--- src/rtl/ofifo_pkg.sv ---
// ============================================================================
// ofifo_pkg
// Shared types, constants and helpers for the overwrite ring FIFO.
// ============================================================================
package ofifo_pkg;

    // Ring depth in packages. The fill count field is sized from it.
    localparam int DEPTH = 64;
    localparam int PTR_W = $clog2(DEPTH);
    localparam int CNT_W = $clog2(DEPTH + 1);
    localparam int WORD_W = 32;

    // Command codes
    localparam logic [1:0] CMD_WRITE = 2'd0;
    localparam logic [1:0] CMD_READ  = 2'd1;
    localparam logic [1:0] CMD_CLEAR = 2'd2;

    localparam logic [7:0] EMPTY_BYTE = 8'hFF;

    typedef struct packed {
        logic [1:0] cmd;
        logic [7:0] in_head_byte;
        logic [7:0] in_cyclic_code;
        logic [7:0] in_data_msb;
        logic [7:0] in_data_lsb;
    } t_in_beat;

    typedef struct packed {
        logic [7:0]       out_head_byte;
        logic [7:0]       out_cyclic_code;
        logic [7:0]       out_data_msb;
        logic [7:0]       out_data_lsb;
        logic             overwrote;
        logic             was_empty;
        logic [CNT_W-1:0] fill_count;
    } t_out_beat;

    // Result info carried from the control stage to the output register
    typedef struct packed {
        logic             has_data;
        logic             overwrote;
        logic             was_empty;
        logic [CNT_W-1:0] fill_count;
    } t_res_meta;

    function automatic logic [PTR_W-1:0] next_ptr(input logic [PTR_W-1:0] p);
        logic [PTR_W-1:0] last;
        last = PTR_W'(DEPTH - 1);
        return (p == last) ? '0 : p + 1'b1;
    endfunction

endpackage

--- src/rtl/ofifo_ram.sv ---
// ============================================================================
// ofifo_ram
// Single-port-write, single-port-read package store, registered read data.
// ============================================================================
module ofifo_ram import ofifo_pkg::*; (
    input  logic              i_clk,
    input  logic              i_we,
    input  logic [PTR_W-1:0]  i_waddr,
    input  logic [WORD_W-1:0] i_wdata,
    input  logic              i_re,
    input  logic [PTR_W-1:0]  i_raddr,
    output logic [WORD_W-1:0] o_rdata
);

    logic [WORD_W-1:0] r_mem [DEPTH];
    logic [WORD_W-1:0] r_rdata;

    always_ff @(posedge i_clk) begin
        if (i_we) begin
            r_mem[i_waddr] <= i_wdata;
        end
    end

    // Read data holds until the next read
    always_ff @(posedge i_clk) begin
        if (i_re) begin
            r_rdata <= r_mem[i_raddr];
        end
    end

    assign o_rdata = r_rdata;

endmodule

--- src/rtl/ofifo_ctrl.sv ---
// ============================================================================
// ofifo_ctrl
// Pointer and count keeper; issues store accesses and stages result info.
// ============================================================================
module ofifo_ctrl import ofifo_pkg::*; (
    input  logic              i_clk,
    input  logic              i_rst_n,
    input  logic              i_in_valid,
    output logic              o_in_stall,
    input  t_in_beat          i_in_pkt,
    input  logic              i_res_take,
    output logic              o_res_valid,
    output t_res_meta         o_res_meta,
    output logic              o_we,
    output logic [PTR_W-1:0]  o_waddr,
    output logic [WORD_W-1:0] o_wdata,
    output logic              o_re,
    output logic [PTR_W-1:0]  o_raddr
);

    logic [PTR_W-1:0] r_wptr, n_wptr;
    logic [PTR_W-1:0] r_rptr, n_rptr;
    logic [CNT_W-1:0] r_count, n_count;
    logic             r_res_valid, n_res_valid;
    t_res_meta        r_meta, n_meta;
    logic             accept;
    logic             full;

    assign o_in_stall = r_res_valid && !i_res_take;
    assign accept     = i_in_valid && !o_in_stall;
    assign full       = (r_count == CNT_W'(DEPTH));

    assign o_waddr = r_wptr;
    assign o_raddr = r_rptr;
    assign o_wdata = {i_in_pkt.in_head_byte, i_in_pkt.in_cyclic_code,
                      i_in_pkt.in_data_msb, i_in_pkt.in_data_lsb};

    always_comb begin
        n_wptr      = r_wptr;
        n_rptr      = r_rptr;
        n_count     = r_count;
        n_meta      = r_meta;
        n_res_valid = r_res_valid && !i_res_take;
        o_we        = 1'b0;
        o_re        = 1'b0;
        if (accept) begin
            n_res_valid    = 1'b1;
            n_meta         = '0;
            case (i_in_pkt.cmd)
                CMD_WRITE: begin
                    o_we   = 1'b1;
                    n_wptr = next_ptr(r_wptr);
                    if (full) begin
                        n_rptr           = next_ptr(r_rptr);
                        n_meta.overwrote = 1'b1;
                    end else begin
                        n_count = r_count + 1'b1;
                    end
                end
                CMD_READ: begin
                    if (r_count == '0) begin
                        n_meta.was_empty = 1'b1;
                    end else begin
                        o_re            = 1'b1;
                        n_meta.has_data = 1'b1;
                        n_rptr          = next_ptr(r_rptr);
                        n_count         = r_count - 1'b1;
                    end
                end
                CMD_CLEAR: begin
                    n_wptr  = '0;
                    n_rptr  = '0;
                    n_count = '0;
                end
                default: begin
                end
            endcase
            n_meta.fill_count = n_count;
        end
    end

    always_ff @(posedge i_clk) begin
        if (!i_rst_n) begin
            r_wptr      <= '0;
            r_rptr      <= '0;
            r_count     <= '0;
            r_res_valid <= 1'b0;
        end else begin
            r_wptr      <= n_wptr;
            r_rptr      <= n_rptr;
            r_count     <= n_count;
            r_res_valid <= n_res_valid;
        end
    end

    always_ff @(posedge i_clk) begin
        r_meta <= n_meta;
    end

    assign o_res_valid = r_res_valid;
    assign o_res_meta  = r_meta;

endmodule

--- src/rtl/overwrite_ring_fifo_unit.sv ---
// ============================================================================
// overwrite_ring_fifo_unit
// Ring FIFO of four-byte sample packages that drops the oldest when full.
// ============================================================================
//
//   channel  | direction | payload     | handshake
//   ---------+-----------+-------------+-------------------------
//   input    | in        | t_in_beat   | i_in_valid / o_in_stall
//   output   | out       | t_out_beat  | o_out_valid / i_out_stall
//
// Each input beat yields exactly one output beat. After it is taken it passes
// through the store access and staging slot in ofifo_ctrl, then the output
// register. A new beat is taken every cycle while the staged result can move
// on; the single staging slot plus the output register set that figure.
// Reset clears pointers, count and valids; the store itself is not cleared.
// Output stall backs up into the staging slot and then into o_in_stall.
//
module overwrite_ring_fifo_unit import ofifo_pkg::*; (
    input  logic      i_clk,
    input  logic      i_rst_n,
    input  logic      i_in_valid,
    output logic      o_in_stall,
    input  t_in_beat  i_in_pkt,
    output logic      o_out_valid,
    input  logic      i_out_stall,
    output t_out_beat o_out_pkt
);

    logic              res_valid;
    logic              res_take;
    t_res_meta         res_meta;
    logic              we;
    logic              re;
    logic [PTR_W-1:0]  waddr;
    logic [PTR_W-1:0]  raddr;
    logic [WORD_W-1:0] wdata;
    logic [WORD_W-1:0] rdata;

    logic              r_out_valid;
    t_out_beat         r_out_pkt, n_out_pkt;

    ofifo_ctrl u_ctrl (
        .i_clk       (i_clk),
        .i_rst_n     (i_rst_n),
        .i_in_valid  (i_in_valid),
        .o_in_stall  (o_in_stall),
        .i_in_pkt    (i_in_pkt),
        .i_res_take  (res_take),
        .o_res_valid (res_valid),
        .o_res_meta  (res_meta),
        .o_we        (we),
        .o_waddr     (waddr),
        .o_wdata     (wdata),
        .o_re        (re),
        .o_raddr     (raddr)
    );

    ofifo_ram u_ram (
        .i_clk   (i_clk),
        .i_we    (we),
        .i_waddr (waddr),
        .i_wdata (wdata),
        .i_re    (re),
        .i_raddr (raddr),
        .o_rdata (rdata)
    );

    // Staged result moves when the output register is empty or draining
    assign res_take = res_valid && (!r_out_valid || !i_out_stall);

    // Read data is held by the RAM until the next read, so a stalled
    // staging slot still sees the right word.
    always_comb begin
        n_out_pkt                 = r_out_pkt;
        if (res_take) begin
            if (res_meta.has_data) begin
                n_out_pkt.out_head_byte   = rdata[31:24];
                n_out_pkt.out_cyclic_code = rdata[23:16];
                n_out_pkt.out_data_msb    = rdata[15:8];
                n_out_pkt.out_data_lsb    = rdata[7:0];
            end else begin
                n_out_pkt.out_head_byte   = EMPTY_BYTE;
                n_out_pkt.out_cyclic_code = EMPTY_BYTE;
                n_out_pkt.out_data_msb    = EMPTY_BYTE;
                n_out_pkt.out_data_lsb    = EMPTY_BYTE;
            end
            n_out_pkt.overwrote  = res_meta.overwrote;
            n_out_pkt.was_empty  = res_meta.was_empty;
            n_out_pkt.fill_count = res_meta.fill_count;
        end
    end

    always_ff @(posedge i_clk) begin
        if (!i_rst_n) begin
            r_out_valid <= 1'b0;
        end else if (res_take) begin
            r_out_valid <= 1'b1;
        end else if (!i_out_stall) begin
            r_out_valid <= 1'b0;
        end
    end

    always_ff @(posedge i_clk) begin
        r_out_pkt <= n_out_pkt;
    end

    assign o_out_valid = r_out_valid;
    assign o_out_pkt   = r_out_pkt;

endmodule
--- config.mk ---
export PLATFORM = sky130hd
export DESIGN_NAME = overwrite_ring_fifo_unit
export DESIGN_NICKNAME = d
export VERILOG_FILES = /design/src/rtl/ofifo_pkg.sv /design/src/rtl/ofifo_ram.sv /design/src/rtl/ofifo_ctrl.sv /design/src/rtl/overwrite_ring_fifo_unit.sv
export SDC_FILE = /design/constraint.sdc
export NUM_CORES = 2
export LEC_CHECK = 0
export BUFFER_PORTS_ARGS = -buffer_cell sky130_fd_sc_hd__clkbuf_2
export CORE_MARGIN = 1.5
export CORE_UTILIZATION = 40
export CTS_CLUSTER_DIAMETER = 120
export DETAILED_ROUTE_END_ITERATION = 10
export RECOVER_POWER = 100
export SYNTH_ARGS = -nofsm -noshare
export SYNTH_HDL_FRONTEND = slang
export SYNTH_HIERARCHICAL = 1
export SYNTH_SLANG_ARGS = --single-unit
--- constraint.sdc ---
create_clock -name i_clk -period 15.6 [get_ports i_clk]
set_input_delay 3.12 -clock i_clk [delete_from_list [all_inputs] [get_ports i_clk]]
set_output_delay 3.12 -clock i_clk [all_outputs]
set_load 0.02 [all_outputs]
==> results.md <==
* Status: finished, violations left
* Failing checks: max-capacitance violations, max-slew violations
* Ratio of cells with drive above 1 in the final layout at a little under a quarter
* CTS clk-pin slew, worst paths at ~0.06 ns
* Initial antenna violation count at 9
* Delay-heaviest family, CP: buffers and inverters
* CP startpoint kind: register
* Worst slew pin tran at approximately 4.2 ns
* DIE HEIGHT at roughly 460 µm
* Pre-CTS WS at about 8 ns
* Max-cap violation count at 100
* Layout Nets at just under 4,000
* Die area at roughly 210,000 µm²
* Resized Gates After CTS at 0
* WL per Instance at approximately 30 µm
* Largest family of logic cells by synthesized area: multiplexers
* Leakage Power at 0.0271 µW
* Maximum vdd drop at ~0.00011 V
* Drt drc at 0
* Final ANT Viol Nets at 0
* Compound-gate portion of the synthesized area at 2.09%
* Global router's overall resource usage at approximately 19%
* Clock tree buffer depth at 3
* Mux contribution to synthesized area at roughly 16%
* Io pins at ~80
* Vias in the first global route at around 38,000
* Fin crit period at about 9.9 ns
* Post-synth cell types at 57
* Core Box Area at 205,000 µm²
* Initial Utilization at 40.2%
* Root buf cell: clkbuf_16
* Critical path depth at 6
* Hold-critical path depth at 0
* Synth Area in Simple Gates at slightly above 2%
* Worst Path Required at around 16 ns
* Final slew viol count at around 4,300
* Crit-path max cell delay at around 2.6 ns
* PnR worst setup slack at 5.66 ns
* Iteration-0 DRC Markers at 4,985
* Setup TNS at 0 ns
* Final HPWL DP at about 120 mm
* Fin. Hold Viols at 0
* Max_slew headroom at -182%
* Pwr dens at roughly 130 nW/µm²
* Yosys top cell area share at 77.7%
* Synth Area in Adders at less than 1%
* Final setup violating endpoints at 0
* Worst Min Path Start: u_ctrl/o_res_meta[6]
* Number of enable flip-flop cells after synthesis at between 2,000 and 2,500
* First-pass GRT wire length at 290 mm
* GPL Wtd Cong at ~0.86
* Top cells by area, synth: edfxtp_1 (78%), mux4_2 (15%), mux2i_1 (1.2%), nor2_1 (0.73%), o22ai_1 (0.65%)
* Post-CTS Setup Bufs at 0
* Slowest stage cell, crit path: clkbuf_1
* Mapped Cells at roughly 3,700
* Syn Nets at between 3,000 and 4,000
* Gr ovfl total at 0
* Area Growth Syn to Fin at 12.1%
* CP Cell Sequence: clkbuf_1, clkbuf_1, mux4_2, mux4_2, o22ai_1, nor2_1
* Clock sink count at roughly 2,200
* Number of buffers added on ports at 80
* Flop2flop setup slack at approximately 5.7 ns
* Drt pass-1 iters at 9
* CTS Buf Count at 211
* CP max FO at 42
* Tcrit/Tclk final at 63.7%
* R2R cell count at 6
* Vias post-DR at roughly 39,000
* H-tree levels at 4
* Die width at approximately 460 µm
* Area share of xor/xnor cells in the synthesized design at less than 1%
* Hold EP: o_out_pkt[6]
* Synth Flop Type: edfxtp_1
* Seq cells post-synth at about 2,200
* Yosys top cell by area: edfxtp_1
* Async SR Flop Fraction at 0%
* Setup repair after global routing missed its margin: false
* Num rows at about 170
* Critical Path AT at approximately 10 ns
* Setup Crit Path Kind: reg -> reg
* DRT Wirelength at a little over 200 mm
* Reg2reg start: u_ctrl/o_raddr[0]
* Syn. warnings at 6
* Syn avg cell area at 22.5 µm²
* Max Freq at between 100 and 150 MHz
* Hold_buf cts at 0
* Synthesized area at roughly 80,000 µm²
* Top post-synthesis cells by count: edfxtp_1 (2,131), mux4_2 (544), nor2_1 (161), mux2i_1 (95), o22ai_1 (86)
* Kind of end point of the critical path: register
* Count leader, synth: edfxtp_1
* Largest net degree at the start of global routing at 94
* Sequential area share after synthesis at between 70 and 80%
* CTS tree: built
* Vias per cell at between 5 and 6
* Worst min path class: reg -> reg
* Reg2Reg Capture Point: u_ram/o_rdata[9]
* Skew final at between 0.03 and 0.04 ns
* CP bufs+invs at 2
* Clk_lat worst skew at ~0.84 ns
==> cell usage in the layout (no fill, tap or decap), types with 6 or more instances in the layout <==
cell / instances
o22ai_1: 86
o221ai_1: 28
a31oi_1: 9
a311oi_1: 11
clkbuf_1: 165
nor2_1: 135
nor2b_1: 19
nand2b_1: 41
clkbuf_2: 26
a21oi_1: 80
inv_1: 12
nor3_1: 13
mux2i_1: 95
dfxtp_1: 17
bufinv_16: 16
clkinv_2: 41
or3_1: 6
clkbuf_16: 214
a22oi_1: 12
nand3_1: 18
and3_1: 6
nor2_4: 26
nand2_1: 50
buf_4: 32
nand3b_1: 6
mux4_2: 544
o21ai_0: 18
clkinv_1: 53
edfxtp_1: 2131
==> worst max-delay path by stage <==
stage	start	to
5_1_grt	u_ctrl/o_raddr[0]	u_ram/o_rdata[10]
3_3_place_gp	i_out_stall	u_ram/r_mem[22][16]
2_1_floorplan	i_out_stall	u_ram/r_mem[48][0]
6_report	u_ctrl/o_raddr[0]	u_ram/o_rdata[9]
4_1_cts	i_out_stall	o_in_stall
3_5_place_dp	i_out_stall	u_ram/r_mem[22][24]
==> layer usage <==
layer	vias up	wire length, µm	part of all wire (%)	track usage, %
met2	1607	98200	48	30.5
met4	0	6000	2.9	5.93
li1	15805	-	-	-
met5	-	0	0	0
met3	262	16000	7.8	3.40
met1	21136	85500	42	28.0
==> stage by stage <==
step	hold slack [ns]	utilization, %	total power [µW]	instance area (µm²)	instances
5_1_grt	0.438	45.1	12100	92300	6686
3_5_place_dp	0.406	42.1	6910	86200	6300
3_3_place_gp	0.403	42.1	6900	86200	6300
2_1_floorplan	0.400	-	6750	82300	3654
4_1_cts	0.421	45.4	11800	92900	6686
6_report	0.419	45.1	11700	92300	6689
==> state kept, by name, indices dropped and copies added (netlist names) <==
signal              flops
o_out_pkt              41
u_ram/r_mem          2048
u_ctrl/r_count          7
u_ctrl/o_res_valid      1
u_ram/o_rdata          32
u_ctrl/o_res_meta      10
o_out_valid             1
u_ctrl/o_raddr          6
u_ctrl/o_waddr          6
==> area by class of cell <==
type / instances / area, µm²
Clock buffer: 257 / 5520
Antenna cell: 3 / 7.51
Fill cell: 16926 / 112000
Inverter: 12 / 45.0
Tap cell: 2688 / 3360
Timing Repair Buffer: 186 / 903
Multi-Input combinational cell: 1262 / 16900
Sequential cell: 2152 / 64400
Clock inverter: 129 / 1170
==> logic make-up after synthesis <==
logic type,Yosys count
AND/OR/NAND/NOR,350
flip-flops,2152
adder cells (fa/ha/maj),5
multiplexers,639
buffers and inverters,240
AO/OA/AOI/OAI,267
XOR/XNOR,1
==> worst register-to-register path, stage by stage, from the launching register on <==
cell and delay [ns]:
dfxtp_1 2.23, clkbuf_1 2.42, clkbuf_1 2.65, mux4_2 0.86, mux4_2 0.53, o22ai_1 0.82
nor2_1 0.13
==> where the power goes <==
part           switching, µW  total [µW]  internal, µW  leakage, µW
logic                    263         392           129      0.00452
registers               13.6        6400          6390       0.0193
clock network           2150        4930          2780      0.00328
total                   2420       11700          9300       0.0271
No activity file was read; power rests on OpenSTA's default activity.
